[src/rtl/vfcm_pkg.sv]
// shared types, constants and corner table of the voxel face culling mesher
package vfcm_pkg;

  localparam int SIZE_X   = 16;
  localparam int SIZE_Y   = 256;
  localparam int SIZE_Z   = 16;
  localparam int TEX_BITS = 16;

  localparam int VOXELS = SIZE_X * SIZE_Y * SIZE_Z;
  localparam int ADDR_W = $clog2(VOXELS);
  localparam int CNT_W  = 21;
  localparam int NUM_FACES = 6;

  localparam int IN_W   = 72;
  localparam int USER_W = 2;
  localparam int OUT_W  = 64;

  typedef enum logic [1:0] {
    OP_WRITE = 2'd0,
    OP_MESH  = 2'd1,
    OP_CLEAR = 2'd2
  } opcode_t;

  localparam logic [2:0] FACE_TOP    = 3'd0;
  localparam logic [2:0] FACE_BOTTOM = 3'd1;
  localparam logic [2:0] FACE_FRONT  = 3'd2;
  localparam logic [2:0] FACE_REAR   = 3'd3;
  localparam logic [2:0] FACE_MX     = 3'd4;
  localparam logic [2:0] FACE_PX     = 3'd5;

  // memory read selects: center voxel, then one neighbor per face
  localparam logic [2:0] SEL_CENTER = 3'd0;
  localparam logic [2:0] SEL_TOP    = 3'd1;
  localparam logic [2:0] SEL_BOTTOM = 3'd2;
  localparam logic [2:0] SEL_FRONT  = 3'd3;
  localparam logic [2:0] SEL_REAR   = 3'd4;
  localparam logic [2:0] SEL_MX     = 3'd5;
  localparam logic [2:0] SEL_PX     = 3'd6;

  localparam logic [1:0] CORNER_LAST = 2'd3;

  typedef struct packed {
    logic [6:0]  pad;
    logic [15:0] side_tex;
    logic [15:0] bottom_tex;
    logic [15:0] top_tex;
    logic        opaque;
    logic [3:0]  pos_z;
    logic [7:0]  pos_y;
    logic [3:0]  pos_x;
  } item_t;

  typedef struct packed {
    logic                opaque;
    logic [TEX_BITS-1:0] top_tex;
    logic [TEX_BITS-1:0] bottom_tex;
    logic [TEX_BITS-1:0] side_tex;
  } voxel_t;

  typedef struct packed {
    logic [2:0]       pad;
    logic [CNT_W-1:0] vertex_number;
    logic             tex_v;
    logic             tex_u;
    logic [15:0]      tex_id;
    logic [2:0]       face_code;
    logic [4:0]       vert_z;
    logic [8:0]       vert_y;
    logic [4:0]       vert_x;
  } vert_t;

  typedef struct packed {
    logic       load;
    logic       wr;
    logic       clr;
    logic       rd;
    logic [2:0] rd_sel;
    logic       emit;
    logic [1:0] corner;
  } cmd_t;

  typedef struct packed {
    logic in_range;
    logic ctr_opaque;
    logic vis_any;
    logic last_face;
    logic out_free;
  } stat_t;

  // corner offsets {dx,dy,dz}, corner 0 in the low bits
  function automatic logic [2:0] corner_ofs(input logic [2:0] face, input logic [1:0] k);
    logic [11:0] row;
    row = '0;
    case (face)
      FACE_TOP:    row = 12'b111_011_010_110;
      FACE_BOTTOM: row = 12'b100_000_001_101;
      FACE_FRONT:  row = 12'b011_111_101_001;
      FACE_REAR:   row = 12'b110_010_000_100;
      FACE_MX:     row = 12'b010_011_001_000;
      FACE_PX:     row = 12'b111_110_100_101;
      default:     row = '0;
    endcase
    return row[3*k +: 3];
  endfunction

endpackage

[src/rtl/vfcm_ctrl.sv]
// sequencing state machine of the voxel face culling mesher
module vfcm_ctrl (
  input  logic            clk,
  input  logic            rst_n,
  input  logic            in_valid,
  input  logic [1:0]      in_opcode,
  input  vfcm_pkg::stat_t stat,
  output logic            in_ready,
  output vfcm_pkg::cmd_t  cmd
);

  typedef enum logic [4:0] {
    ST_IDLE  = 5'b00001,
    ST_READ  = 5'b00010,
    ST_WAIT  = 5'b00100,
    ST_CHECK = 5'b01000,
    ST_EMIT  = 5'b10000
  } state_t;

  state_t     state_r, state_nxt;
  logic [2:0] sel_r, sel_nxt;
  logic [1:0] corner_r, corner_nxt;

  assign in_ready = (state_r == ST_IDLE);

  always_comb begin
    state_nxt  = state_r;
    sel_nxt    = sel_r;
    corner_nxt = corner_r;
    cmd        = '0;
    cmd.rd_sel = sel_r;
    cmd.corner = corner_r;
    case (state_r)
      ST_IDLE: begin
        if (in_valid) begin
          cmd.load = 1'b1;
          case (in_opcode)
            vfcm_pkg::OP_WRITE: begin
              cmd.wr = stat.in_range;
            end
            vfcm_pkg::OP_MESH: begin
              if (stat.in_range) begin
                state_nxt = ST_READ;
                sel_nxt   = vfcm_pkg::SEL_CENTER;
              end
            end
            vfcm_pkg::OP_CLEAR: begin
              cmd.clr = 1'b1;
            end
            default: begin
            end
          endcase
        end
      end
      ST_READ: begin
        cmd.rd = 1'b1;
        if (sel_r == vfcm_pkg::SEL_PX) begin
          state_nxt = ST_WAIT;
        end else begin
          sel_nxt = sel_r + 3'd1;
        end
      end
      // last neighbor word still on its way out of the memory
      ST_WAIT: begin
        state_nxt = ST_CHECK;
      end
      ST_CHECK: begin
        if (stat.ctr_opaque && stat.vis_any) begin
          state_nxt  = ST_EMIT;
          corner_nxt = 2'd0;
        end else begin
          state_nxt = ST_IDLE;
        end
      end
      ST_EMIT: begin
        if (stat.out_free) begin
          cmd.emit   = 1'b1;
          corner_nxt = corner_r + 2'd1;
          if (corner_r == vfcm_pkg::CORNER_LAST && stat.last_face) begin
            state_nxt = ST_IDLE;
          end
        end
      end
      default: begin
        state_nxt = ST_IDLE;
      end
    endcase
  end

  always_ff @(posedge clk) begin
    if (!rst_n) begin
      state_r  <= ST_IDLE;
      sel_r    <= vfcm_pkg::SEL_CENTER;
      corner_r <= 2'd0;
    end else begin
      state_r  <= state_nxt;
      sel_r    <= sel_nxt;
      corner_r <= corner_nxt;
    end
  end

endmodule

[config.mk]
export PLATFORM = sky130hd
export DESIGN_NAME = vfcm_ctrl
export DESIGN_NICKNAME = d
export VERILOG_FILES = /design/src/rtl/vfcm_pkg.sv /design/src/rtl/vfcm_ctrl.sv
export SDC_FILE = /design/constraint.sdc
export NUM_CORES = 1
export LEC_CHECK = 0
export BUFFER_PORTS_ARGS = -buffer_cell sky130_fd_sc_hd__buf_2
export CORE_MARGIN = 4
export CORE_UTILIZATION = 42
export DETAILED_ROUTE_END_ITERATION = 7
export GPL_ROUTABILITY_DRIVEN = 0
export PLACE_DENSITY = 0.7
export SLEW_MARGIN = 40
export SYNTH_ARGS = -nofsm -noshare
export SYNTH_HDL_FRONTEND = slang
export SYNTH_SLANG_ARGS = --single-unit
[constraint.sdc]
create_clock -name clk -period 1.65 [get_ports clk]
set_clock_uncertainty 0.15 [all_clocks]
set_input_delay 0.33 -clock clk [delete_from_list [all_inputs] [get_ports clk]]
set_output_delay 0.33 -clock clk [all_outputs]
set_load 0.01 [all_outputs]
==> flow_summary.json, run 1 <==
{
  "status": "complete, but fails checks",
  "violations": "negative setup slack",
  "place_hpwl_um": 1090,
  "place_inst": 113,
  "worstMarginPinSlew_ns": 0.264,
  "clk_pin_slew_ns": 0.07,
  "start_kind": "flop",
  "cts_tree": "done",
  "ys_seq_area_share_pct": 35.5,
  "min_from": "rst_n",
  "report.final.slew_viol_count": 0,
  "antenna_found_initial": 0,
  "setup_viol": 9,
  "holdWs_ns": 0.242,
  "worstSetupPathType": "reg -> out",
  "synth_edf_count": 0,
  "yosysTopAreaCellShare_pct": 35.5,
  "ys_types": 32,
  "wirelength_um": 2460,
  "crit_arrival_ns": 1.44,
  "drt-initial-drc-count": 30,
  "design.core.area_um2": 1190,
  "crit_start": "state_r[3]$_SDFFE_PN0P_",
  "clockRootBuffer": "clkbuf_4",
  "fp.dieH_um": 44.7,
  "synth_top_area_cell": "dfxtp_1",
  "cp-end-kind": "output pin",
  "rr_startpoint": "state_r[3]$_SDFFE_PN0P_",
  "drive_gt1_share_pct": 65.2,
  "grt_overflow": 0,
  "stdcell_count": 129,
  "rsz0062_at_grt": "yes",
  "synthFlopType": "dfxtp_1",
  "clock_path_buffers": 2,
  "period_share_pct": 116,
  "nNetsFinal": 129,
  "yosysMostFrequentCell": "dfxtp_1",
  "io_buffers": 20,
  "numCtsBuffers": 3,
  "wl_per_cell_um": 19.1,
  "pre_cts_slack_ns": -0.0504,
  "slew_headroom_pct": 82.4,
  "ys_async_sr_fraction_pct": 0,
  "drv_cap": 0,
  "grt_usage_pct": 27.8,
  "first_global_vias": 821,
  "synth_commonest_cells": "dfxtp_1 (10), nand2_1 (7), inv_1 (6), nor2_1 (4), nor3_1 (4)",
  "die-area_um2": 1990,
  "grt_pass1_wl_um": 3950,
  "cts_hold_buf": 0,
  "mappedNetlistArea_um2": 564,
  "finalHoldViolCount": 0,
  "drt_first_pass_iters": 4,
  "vdd_drop_max_mv": 0.597,
  "synth_fp_nets": 83,
  "clk_latency_ns": 0.27,
  "grt_max_degree": 9,
  "leakagePower_nw": 0.503,
  "finalPower_uw": 920,
  "num_rows": 12,
  "avgSynthCellArea_um2": 8.06,
  "period_minus_slack_ns": 1.92,
  "yosysWarnings": 0,
  "viasPerCell": 6.12,
  "clkSinkCount": 10,
  "detail-route-antenna-nets": 0,
  "p_per_area_nw_per_um2": 865,
  "io_pins": 21,
  "crit_fanout": 3,
  "area_delta_synth_final_pct": 88.5,
  "r2r_slack_ns": -0.05,
  "htreeDepth": 1,
  "netlist_top_cells_area": "dfxtp_1 (35%), ha_1 (6.7%), nand2_1 (4.7%)",
  "num_vias": 789,
  "tns_ns": -1.11,
  "synth_cells": 70,
  "die_w_um": 44.7,
  "critical_path_required_ns": 1.17,
  "hold_class": "in -> reg",
  "n_fill_cell": 57,
  "timing.fmax_mhz": 522,
  "drc": 0,
  "start_util_pct": 47.6,
  "num_antenna_cells": 0,
  "worst_slack_ns": -0.267,
  "ys_ff_latch": 10
}
[metrics by stage]
step / cell area (µm²) / util [%]
global route: 1060 / 89.7
floorplan: 592 / -
finish: 1060 / 89.7
detailed placement: 783 / 66.0
global placement: 783 / 66.0
CTS: 996 / 84.0
[power breakdown]
group / switching (mW) / total, mW / leakage (nW) / internal [mW]
logic: 0.182 / 0.432 / 0.399 / 0.251
clock network: 0.0910 / 0.225 / 0.0210 / 0.134
registers: 0.0113 / 0.263 / 0.0837 / 0.251
[cell families (layout without fill, tap and decap cells)]
family          Yosys count  count (layout)  share of synthesized area, %
simple gates             34              34                          33.7
buf+inv                   8              53                          5.54
xor+xnor                  1               1                          1.55
compound gates           13              13                          15.3
fa+ha+maj                 3               3                          6.65
flops                    10              10                          35.5
mux                       1               1                          1.77
[cell type report]
class,count,area [µm²],area share [%]
clock buffers,4,36.3,3.41
inverters,6,22.5,2.12
multi-input cells,52,444,41.8
flip-flops and latches,10,211,19.9
well taps,14,17.5,1.65
repair buffers,43,332,31.2
[cells in the final DEF (no fill, tap or decap), types with 2 or more instances in the layout]
cell	count
dfxtp_2	6
buf_4	14
and2_4	2
nand2_1	5
and3_1	2
a21oi_1	3
clkbuf_4	3
nand3_1	2
dfxtp_1	3
buf_2	16
buf_6	13
ha_1	3
inv_1	2
nor2_1	3
o21ai_0	2
nor3_4	2
inv_2	4
[per-layer routing]
metal,part of all wire (%),global-route usage [%],vias to the layer above
met5,0,0,-
met4,5.0,12.0,0
met3,7.1,10.2,16
met2,50,46.4,57
met1,38,31.2,376
li1,-,-,340
[state kept, by name (all words and copies together), names as in the netlist]
register  count
sel_r         3
corner_r      2
state_r       5
[worst max-delay path, cell delays in order (launching register included)]
cell and delay [ns]:
dfxtp_2 0.35, nor3_4 0.22, nand2_2 0.09, inv_2 0.09, nand2_4 0.07, nor4b_4 0.19
buf_2 0.16
[final timing paths]
check | endpoint | cells past startpoint
setup / recovery | cmd[8] | 6
hold / removal | corner_r[0]$_SDFFE_PN0P_ | 2
setup reg to reg | state_r[0]$_SDFFE_PN1P_ | 9
hold reg to reg | sel_r[1]$_SDFFE_PN0P_ | 2
[what timing repair did]
item,4_1_cts,5_1_grt
gates cloned,0,0
endpoints found under the setup margin,6,12
endpoints found under the hold margin,0,0
gates resized for setup,26,24
pin swaps,10,7
buffers inserted,10,11
Note: power is estimated with default switching activity, not from simulation.
==> inputs of run 2 (changes only) <==
--- a/config.mk
+++ b/config.mk
@@ -6,11 +6,13 @@
 export NUM_CORES = 1
 export LEC_CHECK = 0
 export BUFFER_PORTS_ARGS = -buffer_cell sky130_fd_sc_hd__buf_2
+export CELL_PAD_IN_SITES_DETAIL_PLACEMENT = 1
+export CELL_PAD_IN_SITES_GLOBAL_PLACEMENT = 1
 export CORE_MARGIN = 4
-export CORE_UTILIZATION = 42
+export CORE_UTILIZATION = 32
 export DETAILED_ROUTE_END_ITERATION = 7
 export GPL_ROUTABILITY_DRIVEN = 0
-export PLACE_DENSITY = 0.7
+export PLACE_DENSITY_LB_ADDON = 0.1
 export SLEW_MARGIN = 40
 export SYNTH_ARGS = -nofsm -noshare
 export SYNTH_HDL_FRONTEND = slang
==> run 2 against run 1 <==
The flow still finishes with violations (negative setup slack). Highest routed layer is now met3. Utilization down 30 points. First-iteration DRC count down 70%. Critical path type unchanged. Sequential power about the same. Via count down 13%.
==> flow_summary.json, run 2 (synthesis results as in run 1) <==
{
  "status": "complete, but fails checks",
  "violations": "negative setup slack",
  "critPathMaxStageDelay_ns": 0.38,
  "num_vias": 683,
  "first_global_vias": 679,
  "drc": 0,
  "rr_startpoint": "state_r[3]$_SDFFE_PN0P_",
  "area_delta_synth_final_pct": 65.6,
  "fin_util_pct": 59.3,
  "die_w_um": 50.0,
  "clockRootBuffer": "clkbuf_4",
  "num_antenna_cells": 0,
  "layout_commonest_cell": "buf_2",
  "finalHoldViolCount": 0,
  "r2r_slack_ns": -0.01,
  "numCtsBuffers": 3,
  "worstSetupPathType": "reg -> out",
  "grt_pass1_wl_um": 2880,
  "drive_gt1_share_pct": 54.6,
  "grt_max_degree": 9,
  "antenna_found_initial": 0,
  "io_pins": 21,
  "viasPerCell": 5.51,
  "cts_tree": "done",
  "wl_per_cell_um": 15.2,
  "min_from": "rst_n",
  "report.final.slew_viol_count": 0,
  "finalPower_uw": 722,
  "fp.dieH_um": 50.0,
  "drt-initial-drc-count": 9,
  "htreeDepth": 1,
  "critPathTopFamily": "simple AND/OR/NAND/NOR gates",
  "detail-route-antenna-nets": 0,
  "start_util_pct": 35.8,
  "worst_slack_ns": -0.294,
  "design.core.area_um2": 1580,
  "hold_class": "in -> reg",
  "clkSinkCount": 10,
  "worstMarginPinSlew_ns": 0.277,
  "p_per_area_nw_per_um2": 773,
  "regMostFlops": "state_r",
  "clock_path_buffers": 2,
  "path_cells": "nor2b_2 -> nand2_2 -> inv_2 -> nand2_4 -> nor4b_4 -> buf_2",
  "die-area_um2": 2500,
  "n_fill_cell": 198,
  "crit_fanout": 5,
  "clk_pin_slew_ns": 0.07,
  "leakagePower_nw": 0.451,
  "timing.fmax_mhz": 514,
  "slew_headroom_pct": 81.5,
  "drv_cap": 0,
  "worst-path-buf-inv": 2,
  "vdd_drop_max_mv": 0.437,
  "cp_slowest_cell": "dfxtp_1",
  "nNetsFinal": 123,
  "io_buffers": 20,
  "clk_latency_ns": 0.27,
  "grt_overflow": 0,
  "most-common-layout-cells": "buf_2 (17), buf_4 (14), dfxtp_1 (7)",
  "rsz0062_at_grt": "yes",
  "period_share_pct": 118,
  "period_minus_slack_ns": 1.94,
  "crit_start": "state_r[1]$_SDFFE_PN0P_",
  "reg_top3": "state_r: 5 flops, sel_r: 3 flops, corner_r: 2 flops",
  "place_hpwl_um": 1330,
  "cts_hold_buf": 0,
  "grt_usage_pct": 15.0,
  "crit_arrival_ns": 1.46,
  "wirelength_um": 1890,
  "cp-end-kind": "output pin",
  "setup_viol": 8,
  "critical_path_required_ns": 1.17,
  "num_rows": 14,
  "largest_reg_flops": 5,
  "start_kind": "flop",
  "drt_first_pass_iters": 4
}
==> run 2: worst paths after layout <==
kind | end | depth (start not counted)
min reg2reg | corner_r[1]$_SDFFE_PN0P_ | 2
max | cmd[8] | 6
min | corner_r[0]$_SDFFE_PN0P_ | 2
max reg2reg | corner_r[0]$_SDFFE_PN0P_ | 5
==> run 2: where the power goes <==
| part | total (mW) | leakage, nW | switching (mW) | internal, mW |
|---|---|---|---|---|
| registers | 0.266 | 0.0814 | 0.0142 | 0.252 |
| clock network | 0.177 | 0.0138 | 0.0924 | 0.0843 |
| logic | 0.279 | 0.356 | 0.127 | 0.153 |
==> run 2: area by class of cell <==
type / count / area (µm²) / area share, %
Sequential cell: 10 / 204 / 21.8
Tap cell: 16 / 20.0 / 2.14
Multi-Input combinational cell: 52 / 408 / 43.6
Clock buffer: 3 / 22.5 / 2.41
Inverter: 6 / 22.5 / 2.41
Timing Repair Buffer: 37 / 258 / 27.6
==> run 2: metal layers <==
metal	vias to the layer above	GRT usage, %	routed length [µm]
li1	325	-	-
met3	0	3.92	121
met4	0	4.15	0
met2	22	27.2	998
met1	336	17.0	768
met5	-	0	0
==> run 2: worst register-to-register path: stages, from the launching register on <==
cell and delay [ns]:
dfxtp_2 0.36, buf_4 0.12, nand4b_1 0.12, or4_4 0.45, and3_4 0.19, o21a_1 0.17
==> run 2: through the flow <==
stage          setup slack [ns]  instances  area (µm²)  hold WS (ns)  setup TNS [ns]
5_1_grt                  -0.424        124         935         0.232           -1.65
3_3_place_gp            -0.0395        114         778         0.327         -0.0395
2_1_floorplan            0.0209         70         592         0.335               0
6_report                 -0.294        124         935         0.221          -0.997
4_1_cts                  -0.293        122         886         0.216          -0.878
3_5_place_dp            -0.0712        114         778         0.336          -0.121
==> run 2: what timing repair did <==
| item | in CTS | in global routing |
|---|---|---|
| buffers inserted | 6 | 2 |
| pin swaps | 7 | 4 |
| setup endpoints to repair | 7 | 8 |
| resized for setup | 13 | 10 |
